===== src/design/word_wrap_line_folder_macros.svh =====
// Assertion macros shared by the word wrap line folder.
`ifndef WORD_WRAP_LINE_FOLDER_MACROS_SVH
`define WORD_WRAP_LINE_FOLDER_MACROS_SVH

// The consequent must hold in the same cycle as the antecedent.
`define WWLF_ASSERT_SAME(label, clk, rst_n, ante, cons) \
    label: assert property (@(posedge clk) disable iff (!rst_n) (ante) |-> (cons)) \
        else $error("word wrap line folder: same-cycle check failed");

// The consequent must hold in the cycle after the antecedent.
`define WWLF_ASSERT_NEXT(label, clk, rst_n, ante, cons) \
    label: assert property (@(posedge clk) disable iff (!rst_n) (ante) |=> (cons)) \
        else $error("word wrap line folder: next-cycle check failed");

`endif


===== src/design/wwlf_pkg.sv =====
// Shared constants, types and command/status structs of the word wrap line folder.
package wwlf_pkg;

    localparam int LINE_MAX_DEF = 128;

    localparam int CFG_IDX_W  = 8;
    localparam int CFG_DATA_W = 8;

    localparam logic [CFG_IDX_W-1:0] CFG_LINE_WIDTH  = 8'd0;
    localparam logic [CFG_IDX_W-1:0] CFG_BREAK_PUNCT = 8'd1;

    localparam logic [7:0] LINE_WIDTH_RST  = 8'd80;
    localparam logic       BREAK_PUNCT_RST = 1'b0;

    localparam logic [7:0] SPACE_BYTE   = 8'h20;
    localparam logic [7:0] NEWLINE_BYTE = 8'h0A;

    typedef struct packed {
        logic append;
        logic start;
        logic emit;
        logic move;
        logic finish;
    } t_cmd;

    typedef struct packed {
        logic needs_fold;
        logic emit_done;
        logic move_done;
    } t_status;

endpackage


===== src/design/wwlf_ctrl.sv =====
// Controller state machine that sequences append, emit, compaction and finish steps.
module wwlf_ctrl
    import wwlf_pkg::*;
(
    input  logic    i_clk,
    input  logic    i_rst_n,
    input  logic    i_valid,
    output logic    o_ready,
    input  t_status i_status,
    output t_cmd    o_cmd
);

    typedef enum logic [3:0] {
        S_IDLE   = 4'b0001,
        S_EMIT   = 4'b0010,
        S_MOVE   = 4'b0100,
        S_FINISH = 4'b1000
    } t_state;

    t_state r_state;
    t_state n_state;
    logic   accept;

    assign o_ready = (r_state == S_IDLE);
    assign accept  = i_valid && o_ready;

    always_comb begin
        o_cmd        = '0;
        o_cmd.append = accept && !i_status.needs_fold;
        o_cmd.start  = accept && i_status.needs_fold;
        o_cmd.emit   = (r_state == S_EMIT);
        o_cmd.move   = (r_state == S_MOVE);
        o_cmd.finish = (r_state == S_FINISH);
    end

    always_comb begin
        n_state = r_state;
        case (r_state)
            S_IDLE: begin
                if (accept && i_status.needs_fold) begin
                    n_state = S_EMIT;
                end
            end
            S_EMIT: begin
                if (i_status.emit_done) begin
                    n_state = S_MOVE;
                end
            end
            S_MOVE: begin
                if (i_status.move_done) begin
                    n_state = S_FINISH;
                end
            end
            S_FINISH: begin
                n_state = S_IDLE;
            end
            default: begin
                n_state = S_IDLE;
            end
        endcase
    end

    always_ff @(posedge i_clk) begin
        if (!i_rst_n) begin
            r_state <= S_IDLE;
        end else begin
            r_state <= n_state;
        end
    end

endmodule


===== src/design/wwlf_dp.sv =====
// Datapath with the line memory, break tracking, byte packer and output register.
module wwlf_dp
    import wwlf_pkg::*;
#(
    parameter int LINE_MAX = LINE_MAX_DEF
) (
    input  logic                  i_clk,
    input  logic                  i_rst_n,
    input  t_cmd                  i_cmd,
    output t_status               o_status,
    input  logic [7:0]            i_char_in,
    input  logic                  i_end_of_text,
    input  logic                  i_cfg_we,
    input  logic [CFG_IDX_W-1:0]  i_cfg_index,
    input  logic [CFG_DATA_W-1:0] i_cfg_data,
    input  logic                  i_ready,
    output logic                  o_valid,
    output logic [63:0]           o_out_bytes,
    output logic [3:0]            o_out_count,
    output logic                  o_last
);

    localparam int AW = (LINE_MAX > 1) ? $clog2(LINE_MAX) : 1;
    localparam int CW = $clog2(LINE_MAX + 1);
    localparam int LW = $clog2(LINE_MAX + 2);

    function automatic logic is_punct(input logic [7:0] c);
        return (c >= 8'd33 && c <= 8'd47) || (c >= 8'd58 && c <= 8'd64) ||
               (c >= 8'd91 && c <= 8'd96) || (c >= 8'd123 && c <= 8'd126);
    endfunction

    logic [7:0]    r_mem [LINE_MAX];
    logic [7:0]    r_mem_q;

    logic [7:0]    r_line_width;
    logic          r_bop;
    logic [CW-1:0] r_fill;
    logic [AW-1:0] r_bp;
    logic          r_bv;
    logic          r_bpunct;

    logic [7:0]    r_c;
    logic [LW-1:0] r_len;
    logic [LW-1:0] r_mem_len;
    logic [CW-1:0] r_tail;
    logic [CW-1:0] r_src;
    logic          r_wr_c;
    logic [AW-1:0] r_wr_addr;
    logic [CW-1:0] r_fill_new;
    logic          r_bv_new;
    logic          r_bpunct_new;

    logic [LW-1:0] r_eidx;
    logic          r_rd_vld;
    logic          r_rd_nl;
    logic [63:0]   r_acc;
    logic [3:0]    r_acc_cnt;
    logic [CW-1:0] r_midx;
    logic          r_mv_vld;
    logic [AW-1:0] r_mv_dst;

    logic          r_out_vld;
    logic [63:0]   r_out_bytes;
    logic [3:0]    r_out_cnt;
    logic          r_out_last;

    logic [CW-1:0] w_eff;
    logic          full;
    logic          cand;
    logic          out_free;
    logic          emit_iss;
    logic          from_mem;
    logic          emit_tail;
    logic          word_go;
    logic          move_iss;
    logic          mem_we;
    logic [AW-1:0] mem_waddr;
    logic [7:0]    mem_wdata;
    logic          mem_re;
    logic [AW-1:0] mem_raddr;
    logic [7:0]    rd_byte;
    logic [63:0]   n_acc;
    logic [CW-1:0] keep;

    logic [LW-1:0] p_len;
    logic [LW-1:0] p_mem_len;
    logic [CW-1:0] p_tail;
    logic          p_wr_c;
    logic [AW-1:0] p_wr_addr;
    logic [CW-1:0] p_fill_new;
    logic          p_bv_new;
    logic          p_bpunct_new;

    always_comb begin
        if (r_line_width == 8'd0) begin
            w_eff = CW'(1);
        end else if (r_line_width > 8'(LINE_MAX)) begin
            w_eff = CW'(LINE_MAX);
        end else begin
            w_eff = CW'(r_line_width);
        end
    end

    assign full = (r_fill >= w_eff);
    assign cand = (i_char_in == SPACE_BYTE) || (r_bop && is_punct(i_char_in));

    assign out_free  = !r_out_vld || i_ready;
    assign from_mem  = (r_eidx < r_mem_len);
    assign emit_iss  = i_cmd.emit && (r_eidx != r_len) && ((r_acc_cnt + 4'(r_rd_vld)) < 4'd8);
    assign emit_tail = (r_eidx == r_len) && !r_rd_vld;
    assign word_go   = i_cmd.emit && out_free &&
                       ((r_acc_cnt == 4'd8) || ((r_acc_cnt != 4'd0) && emit_tail));
    assign move_iss  = i_cmd.move && (r_midx != r_tail);
    assign rd_byte   = r_rd_nl ? NEWLINE_BYTE : r_mem_q;

    assign mem_re    = (emit_iss && from_mem) || move_iss;
    assign mem_raddr = i_cmd.move ? AW'(r_src + r_midx) : r_eidx[AW-1:0];

    always_comb begin
        mem_we    = 1'b0;
        mem_waddr = r_wr_addr;
        mem_wdata = r_c;
        if (i_cmd.append) begin
            mem_we    = 1'b1;
            mem_waddr = AW'(r_fill);
            mem_wdata = i_char_in;
        end else if (r_mv_vld) begin
            mem_we    = 1'b1;
            mem_waddr = r_mv_dst;
            mem_wdata = r_mem_q;
        end else if (i_cmd.finish && r_wr_c) begin
            mem_we    = 1'b1;
        end
    end

    always_ff @(posedge i_clk) begin
        if (mem_we) begin
            r_mem[mem_waddr] <= mem_wdata;
        end
        if (mem_re) begin
            r_mem_q <= r_mem[mem_raddr];
        end
    end

    always_comb begin
        n_acc = r_acc;
        if (word_go) begin
            n_acc = '0;
        end else if (r_rd_vld) begin
            for (int k = 0; k < 8; k++) begin
                if (r_acc_cnt == 4'(k)) begin
                    n_acc[8*k +: 8] = rd_byte;
                end
            end
        end
    end

    assign keep = CW'(r_bp) + CW'(r_bpunct);

    always_comb begin
        p_len        = LW'(r_fill) + LW'(1);
        p_mem_len    = LW'(r_fill);
        p_tail       = '0;
        p_wr_c       = 1'b0;
        p_wr_addr    = '0;
        p_fill_new   = '0;
        p_bv_new     = 1'b0;
        p_bpunct_new = 1'b0;
        if (i_end_of_text) begin
            p_len = LW'(r_fill);
        end else if (r_bv) begin
            p_mem_len  = LW'(keep);
            p_len      = LW'(keep) + LW'(1);
            p_tail     = r_fill - CW'(r_bp) - CW'(1);
            p_wr_c     = 1'b1;
            p_wr_addr  = AW'(p_tail);
            p_fill_new = p_tail + CW'(1);
        end else if (i_char_in != SPACE_BYTE) begin
            p_wr_c       = 1'b1;
            p_fill_new   = CW'(1);
            p_bv_new     = r_bop && is_punct(i_char_in);
            p_bpunct_new = is_punct(i_char_in);
        end
    end

    always_ff @(posedge i_clk) begin
        if (i_cmd.start) begin
            r_c          <= i_char_in;
            r_len        <= p_len;
            r_mem_len    <= p_mem_len;
            r_tail       <= p_tail;
            r_src        <= CW'(r_bp) + CW'(1);
            r_wr_c       <= p_wr_c;
            r_wr_addr    <= p_wr_addr;
            r_fill_new   <= p_fill_new;
            r_bv_new     <= p_bv_new;
            r_bpunct_new <= p_bpunct_new;
        end
        if (i_cmd.start) begin
            r_eidx <= '0;
        end else if (emit_iss) begin
            r_eidx <= r_eidx + LW'(1);
        end
        if (i_cmd.start) begin
            r_midx <= '0;
        end else if (move_iss) begin
            r_midx <= r_midx + CW'(1);
        end
        r_rd_nl  <= !from_mem;
        r_mv_dst <= AW'(r_midx);
        if (word_go) begin
            r_out_bytes <= r_acc;
            r_out_cnt   <= r_acc_cnt;
            r_out_last  <= emit_tail;
        end
    end

    always_ff @(posedge i_clk) begin
        if (!i_rst_n) begin
            r_line_width <= LINE_WIDTH_RST;
            r_bop        <= BREAK_PUNCT_RST;
            r_fill       <= '0;
            r_bp         <= '0;
            r_bv         <= 1'b0;
            r_bpunct     <= 1'b0;
            r_rd_vld     <= 1'b0;
            r_mv_vld     <= 1'b0;
            r_acc        <= '0;
            r_acc_cnt    <= '0;
            r_out_vld    <= 1'b0;
        end else begin
            if (i_cfg_we && i_cfg_index == CFG_LINE_WIDTH) begin
                r_line_width <= i_cfg_data;
            end
            if (i_cfg_we && i_cfg_index == CFG_BREAK_PUNCT) begin
                r_bop <= i_cfg_data[0];
            end
            if (i_cmd.append) begin
                r_fill <= r_fill + CW'(1);
                if (cand) begin
                    r_bp     <= AW'(r_fill);
                    r_bv     <= 1'b1;
                    r_bpunct <= is_punct(i_char_in);
                end
            end else if (i_cmd.finish) begin
                r_fill   <= r_fill_new;
                r_bp     <= '0;
                r_bv     <= r_bv_new;
                r_bpunct <= r_bpunct_new;
            end
            r_rd_vld <= emit_iss;
            r_mv_vld <= move_iss;
            r_acc    <= n_acc;
            if (word_go) begin
                r_acc_cnt <= '0;
            end else if (r_rd_vld) begin
                r_acc_cnt <= r_acc_cnt + 4'd1;
            end
            if (word_go) begin
                r_out_vld <= 1'b1;
            end else if (i_ready) begin
                r_out_vld <= 1'b0;
            end
        end
    end

    assign o_status.needs_fold = i_end_of_text || full;
    assign o_status.emit_done  = emit_tail && (r_acc_cnt == 4'd0);
    assign o_status.move_done  = (r_midx == r_tail) && !r_mv_vld;

    assign o_valid     = r_out_vld;
    assign o_out_bytes = r_out_bytes;
    assign o_out_count = r_out_cnt;
    assign o_last      = r_out_last;

endmodule


===== src/design/word_wrap_line_folder.sv =====
// An ordinary byte into a line with room is appended without leaving idle and yields no result.
// A byte at a full line or an end marker starts a fold: input is held off while the controller
// steps through emit, move and finish, and any folded text leaves as packed words of up to eight bytes.
// Synchronous active-low reset empties the line, clears the break and output state and sets
// line_width to 80 and break_on_punct to 0; the line memory itself is not cleared.
`include "word_wrap_line_folder_macros.svh"

module word_wrap_line_folder
    import wwlf_pkg::*;
#(
    parameter int LINE_MAX = LINE_MAX_DEF
) (
    input  logic                  i_clk,
    input  logic                  i_rst_n,
    input  logic                  i_valid,
    output logic                  o_ready,
    input  logic [7:0]            i_char_in,
    input  logic                  i_end_of_text,
    output logic                  o_valid,
    input  logic                  i_ready,
    output logic [63:0]           o_out_bytes,
    output logic [3:0]            o_out_count,
    output logic                  o_last,
    input  logic                  i_cfg_we,
    input  logic [CFG_IDX_W-1:0]  i_cfg_index,
    input  logic [CFG_DATA_W-1:0] i_cfg_data
);

    t_cmd    cmd;
    t_status status;

    wwlf_ctrl u_ctrl (
        .i_clk    (i_clk),
        .i_rst_n  (i_rst_n),
        .i_valid  (i_valid),
        .o_ready  (o_ready),
        .i_status (status),
        .o_cmd    (cmd)
    );

    wwlf_dp #(
        .LINE_MAX (LINE_MAX)
    ) u_dp (
        .i_clk         (i_clk),
        .i_rst_n       (i_rst_n),
        .i_cmd         (cmd),
        .o_status      (status),
        .i_char_in     (i_char_in),
        .i_end_of_text (i_end_of_text),
        .i_cfg_we      (i_cfg_we),
        .i_cfg_index   (i_cfg_index),
        .i_cfg_data    (i_cfg_data),
        .i_ready       (i_ready),
        .o_valid       (o_valid),
        .o_out_bytes   (o_out_bytes),
        .o_out_count   (o_out_count),
        .o_last        (o_last)
    );

    // A partly filled word can only close a fold.
    `WWLF_ASSERT_SAME(a_partial_is_last, i_clk, i_rst_n, o_valid && (o_out_count != 4'd8), o_last)
    `WWLF_ASSERT_SAME(a_count_nonzero, i_clk, i_rst_n, o_valid, (o_out_count != 4'd0) && (o_out_count <= 4'd8))
    `WWLF_ASSERT_NEXT(a_fold_blocks_input, i_clk, i_rst_n, cmd.start, !o_ready)
    `WWLF_ASSERT_NEXT(a_finish_reopens, i_clk, i_rst_n, cmd.finish, o_ready)

endmodule


===== config.mk =====
export PLATFORM = sky130hd
export DESIGN_NAME = word_wrap_line_folder
export DESIGN_NICKNAME = d
export VERILOG_FILES = /design/src/design/wwlf_pkg.sv /design/src/design/wwlf_ctrl.sv /design/src/design/wwlf_dp.sv /design/src/design/word_wrap_line_folder.sv
export VERILOG_INCLUDE_DIRS = /design/src /design/src/design
export SDC_FILE = /design/constraint.sdc
export NUM_CORES = 2
export LEC_CHECK = 0
export BUFFER_PORTS_ARGS = -buffer_cell sky130_fd_sc_hd__buf_4
export CAP_MARGIN = 25
export CELL_PAD_IN_SITES_DETAIL_PLACEMENT = 0
export CELL_PAD_IN_SITES_GLOBAL_PLACEMENT = 1
export CORE_AREA = 10 10 323 325
export DETAILED_ROUTE_END_ITERATION = 10
export DIE_AREA = 0 0 333 335
export PLACE_DENSITY_LB_ADDON = 0.1
export SLEW_MARGIN = 25
export SYNTH_ARGS = -nofsm -noshare
export SYNTH_HDL_FRONTEND = slang
export SYNTH_SLANG_ARGS = --single-unit

===== constraint.sdc =====
create_clock -name i_clk -period 11.45 [get_ports i_clk]
set_input_delay 1.145 -clock i_clk [delete_from_list [all_inputs] [get_ports i_clk]]
set_output_delay 1.145 -clock i_clk [all_outputs]
set_load 0.05 [all_outputs]

==> out/summary.md <==
The kind of start point of the critical path was a register. The synthesized netlist devotes 1.09% of its cell area to XOR and XNOR gates. The run gives 3650 as the number of instances in the synthesized netlist.

Synthesis inferred 1276 register bits. The first global-routing pass estimated 215 mm of wire. The average via count per standard cell came out at 6.26. Across the run, the number of max-cap violations was 0.

Number of standard-cell rows in the floorplan: 115. The library cell used most frequently in the layout, excluding fill and tap cells, is edfxtp_1. The library cells used most frequently in the layout, excluding fill and tap cells, are edfxtp_1 (1151), nand2_1 (686), nor2_1 (270), nand3_1 (172), buf_4 (162).

The classification of the worst setup path was reg2reg. The share of the clock period used by the worst path works out to 48.8%. The worst slew slack as a fraction of its limit was 27.3%; the actual slew at the worst max-slew pin was 1.09 ns. The logs give 3816 for the post-layout net count and 97800 um2 for the core box area.

Setup violations remaining at the end of the flow were counted as 0. The tools report the number of hold buffers added after cts as 0. Clock skew on the completed layout was measured at 0.0251 ns.

The worst hold path belongs to the class reg2reg. The post-route netlist has 13.5% of its cells at a drive strength greater than 1. The tools report the via count of the first global-routing pass as 31200. The most numerous cell on the critical path is buf_4. The worst setup path is captured at a register. The run gives 0.0193 uW as the leakage power figure. The combinational family with the most area after synthesis is simple AND/OR/NAND/NOR gates. After detailed routing, the average wire length per cell comes to 28.8 um. After detailed routing, the number of remaining DRC violations is 0. TritonCTS built the clock tree.

The highest signal layer in the routed design was met5. The critical-path cell with the highest stage delay is nor2_1. Of all nets on the critical path, the largest fanout is 70. The stage delay of the slowest cell on the critical path was 0.79 ns; the effective utilization at floorplan was 52.7%.

The setup total negative slack came out at 0 ns. The sequential cell area fraction in the yosys report came out at 71.9%. The detailed route wirelength on metal3 is 14.3 mm, and the number of antenna violations at the first check in global routing is 7.

Number of synthesis warnings: 0. Number of levels the H-tree was split into: 4. The run gives 148 mm as the total wire length after detailed routing. The synthesized netlist devotes 1.05% of its cell area to adder and majority cells. The register with the most flip-flops in the layout has 1024 of them. In this run the count of I/O pins placed on the die edge is 101. The total routing resource utilization after global routing was 26.2%; the async set-or-reset flop fraction in the synthesized netlist was 0%. In this run, synthesis inferred 1151 flip-flops with an integrated enable. Summed over all layers, the global routing overflow is 0.

Setup repair after global routing left no endpoint under its margin. Relative to the synthesized area, the layout overhead comes to 12.9%. Prevailing post-synth register cell: edfxtp_1. The compound-gate portion of the synthesized area works out to 6.27%.

The detailed placement HPWL came out at 89.5 mm. The logs give 179 MHz for the maximum achievable frequency and 0.000167 V for the worst ir drop on vdd. The cell sitting at the root of the clock tree is a clkbuf_16.

Measured along the x axis, the die boundary spans 333 um. The met2 routed wirelength came out at 68.9 mm. In this run, CTS created clock tree buffers numbering 131. Clock-pin slew was measured on the worst setup and hold paths at 0.06 ns. The top cell family by delay on the critical path is simple AND/OR/NAND/NOR gates.

The tree built by TritonCTS fans out to 1276 sinks. The flow ran to the end, and the final reports show no timing, DRC or antenna violations. Once the clock tree was built, the setup fixing pass inserted 0 buffers. For this block, wires on met1 add up to 59.6 mm. The routed design could run at a clock period as short as 5.58 ns.

The die area is 112000 um2, and the count of buffers inserted at the top-level ports is 100. The register with the most flip-flops in the final layout is u_dp.r_mem. The logs give 0 for the post-cts resize count and 5.97 ns for the arrival time reported for the critical path endpoint. STA puts the critical path data required time at 11.84 ns. Counting both buffers and inverters, the worst setup path holds a total of 3. The multiplexer fraction of the synthesized cell area was 6.38%; the height of the chip was 335 um.

Once layout is complete, the utilization of the core stands at 59.5%. The largest net degree at the start of global routing came out at 148. The synthesized area per cell was 14.1 um2. Yosys mapped the design onto 73 distinct sky130hd cell types.

In this run the deepest clock path goes through 3 buffers. The number of hold violations in the final report was 0. Traced cell by cell, the critical path runs through clkinv_1 -> ha_1 -> nand2b_1 -> a21o_1 -> a21oi_1 -> o21ai_1 -> a31o_2 -> a2111oi_4 -> buf_4 -> buf_4 -> mux2i_1 -> nand2_2 -> nor2_1.

The first detailed-routing pass took 6 iterations. The synthesized netlist devotes 11.1% of its cell area to simple gates. The count of routing violations after the opening detailed-route iteration is 3778, and the number of nets produced by synthesis is 3722. For this design the ratio of total power to cell area is 174 nW/um2. The count of final max-slew check failures was 0; the clock network latency to the later pin of the worst-skew pair was 0.76 ns. In this run the remaining antenna-violating nets after routing total 0.

The synthesized netlist occupies a cell area of 51500 um2. The final route contains 32200 vias. Routability-driven placement finished with a final weighted congestion of 0.876.
cell families (layout without fill, tap and decap cells):
group,after synthesis,count (layout)
AO/OA/AOI/OAI,481,481
XOR/XNOR,64,64
adder cells (fa/ha/maj),42,42
buffers and inverters,251,452
flip-flops,1276,1276
multiplexers,198,198
other,0,3
AND/OR/NAND/NOR,1338,1338
layer usage:
layer  GRT usage (%)  up-vias
met5            1.06        -
met4            10.1       14
met3            6.20      301
met2            40.5     1672
met1            35.7    16200
li1                -    14000
worst paths after layout:
| check | start | end | slack (ns) | cells past startpoint |
|---|---|---|---|---|
| worst min-delay path | u_dp.r_acc[19] | u_dp.o_out_bytes[19] | 0.42 | 0 |
| worst min register to register | u_dp.r_acc[19] | u_dp.o_out_bytes[19] | 0.42 | 0 |
| worst max register to register | u_dp.r_fill[0] | u_dp.r_mem[84][4] | 5.87 | 13 |
| worst max-delay path | u_dp.r_fill[0] | u_dp.r_mem[84][4] | 5.87 | 13 |
where the power goes:
group	internal [uW]	switching [uW]
logic	168	449
clock network	2560	1790
registers	5140	11.0
total	7870	2250
final cells by class:
class,instances,area [um2]
Tap cell,1287,1610
Antenna cell,3,7.51
Multi-Input combinational cell,2123,13600
Clock buffer,169,3590
Clock inverter,71,801
Fill cell,7575,39600
Sequential cell,1276,37100
Inverter,44,165
Timing Repair Buffer,168,1340
metrics by stage:
stage | std cells | hold slack [ns] | total power [uW] | instance area, um2 | setup WS [ns]
2_1_floorplan | 3650 | 0.397 | 5650 | 51500 | 3.09
3_3_place_gp | 4897 | 0.415 | 5860 | 53800 | 5.91
3_5_place_dp | 4898 | 0.414 | 5870 | 53800 | 5.95
4_1_cts | 5138 | 0.421 | 10200 | 58200 | 5.93
5_1_grt | 5138 | 0.437 | 10400 | 58200 | 5.57
6_report | 5141 | 0.422 | 10100 | 58200 | 5.87
synth_stat cells (5+ instances only):
master,n,share of area [%]
a211oi_1,30,0.44
a21o_1,8,0.12
a21oi_1,145,1.4
a221o_1,11,0.21
a221oi_1,7,0.12
a22oi_1,19,0.28
a311oi_1,30,0.51
a31oi_1,76,0.92
a32o_1,5,0.097
a32oi_1,36,0.61
and2_1,12,0.15
and3_1,44,0.53
buf_1,35,0.25
buf_2,94,0.91
buf_4,8,0.12
buf_6,5,0.11
clkbuf_1,64,0.47
dfxtp_1,125,4.9
edfxtp_1,1151,67
ha_1,40,0.97
inv_1,41,0.30
mux2_2,7,0.15
mux2i_1,88,1.7
mux4_2,101,4.4
nand2_1,689,5.0
nand2b_1,12,0.15
nand3_1,172,1.7
nand4_1,24,0.29
nor2_1,277,2.0
nor2b_1,14,0.17
nor3_1,53,0.51
nor4_1,17,0.21
nor4b_1,6,0.10
o21ai_0,40,0.39
o221ai_1,5,0.085
o22ai_1,23,0.28
or3_1,7,0.085
xnor2_1,33,0.56
xor2_1,31,0.53
Note: power is estimated with default switching activity, not from simulation.
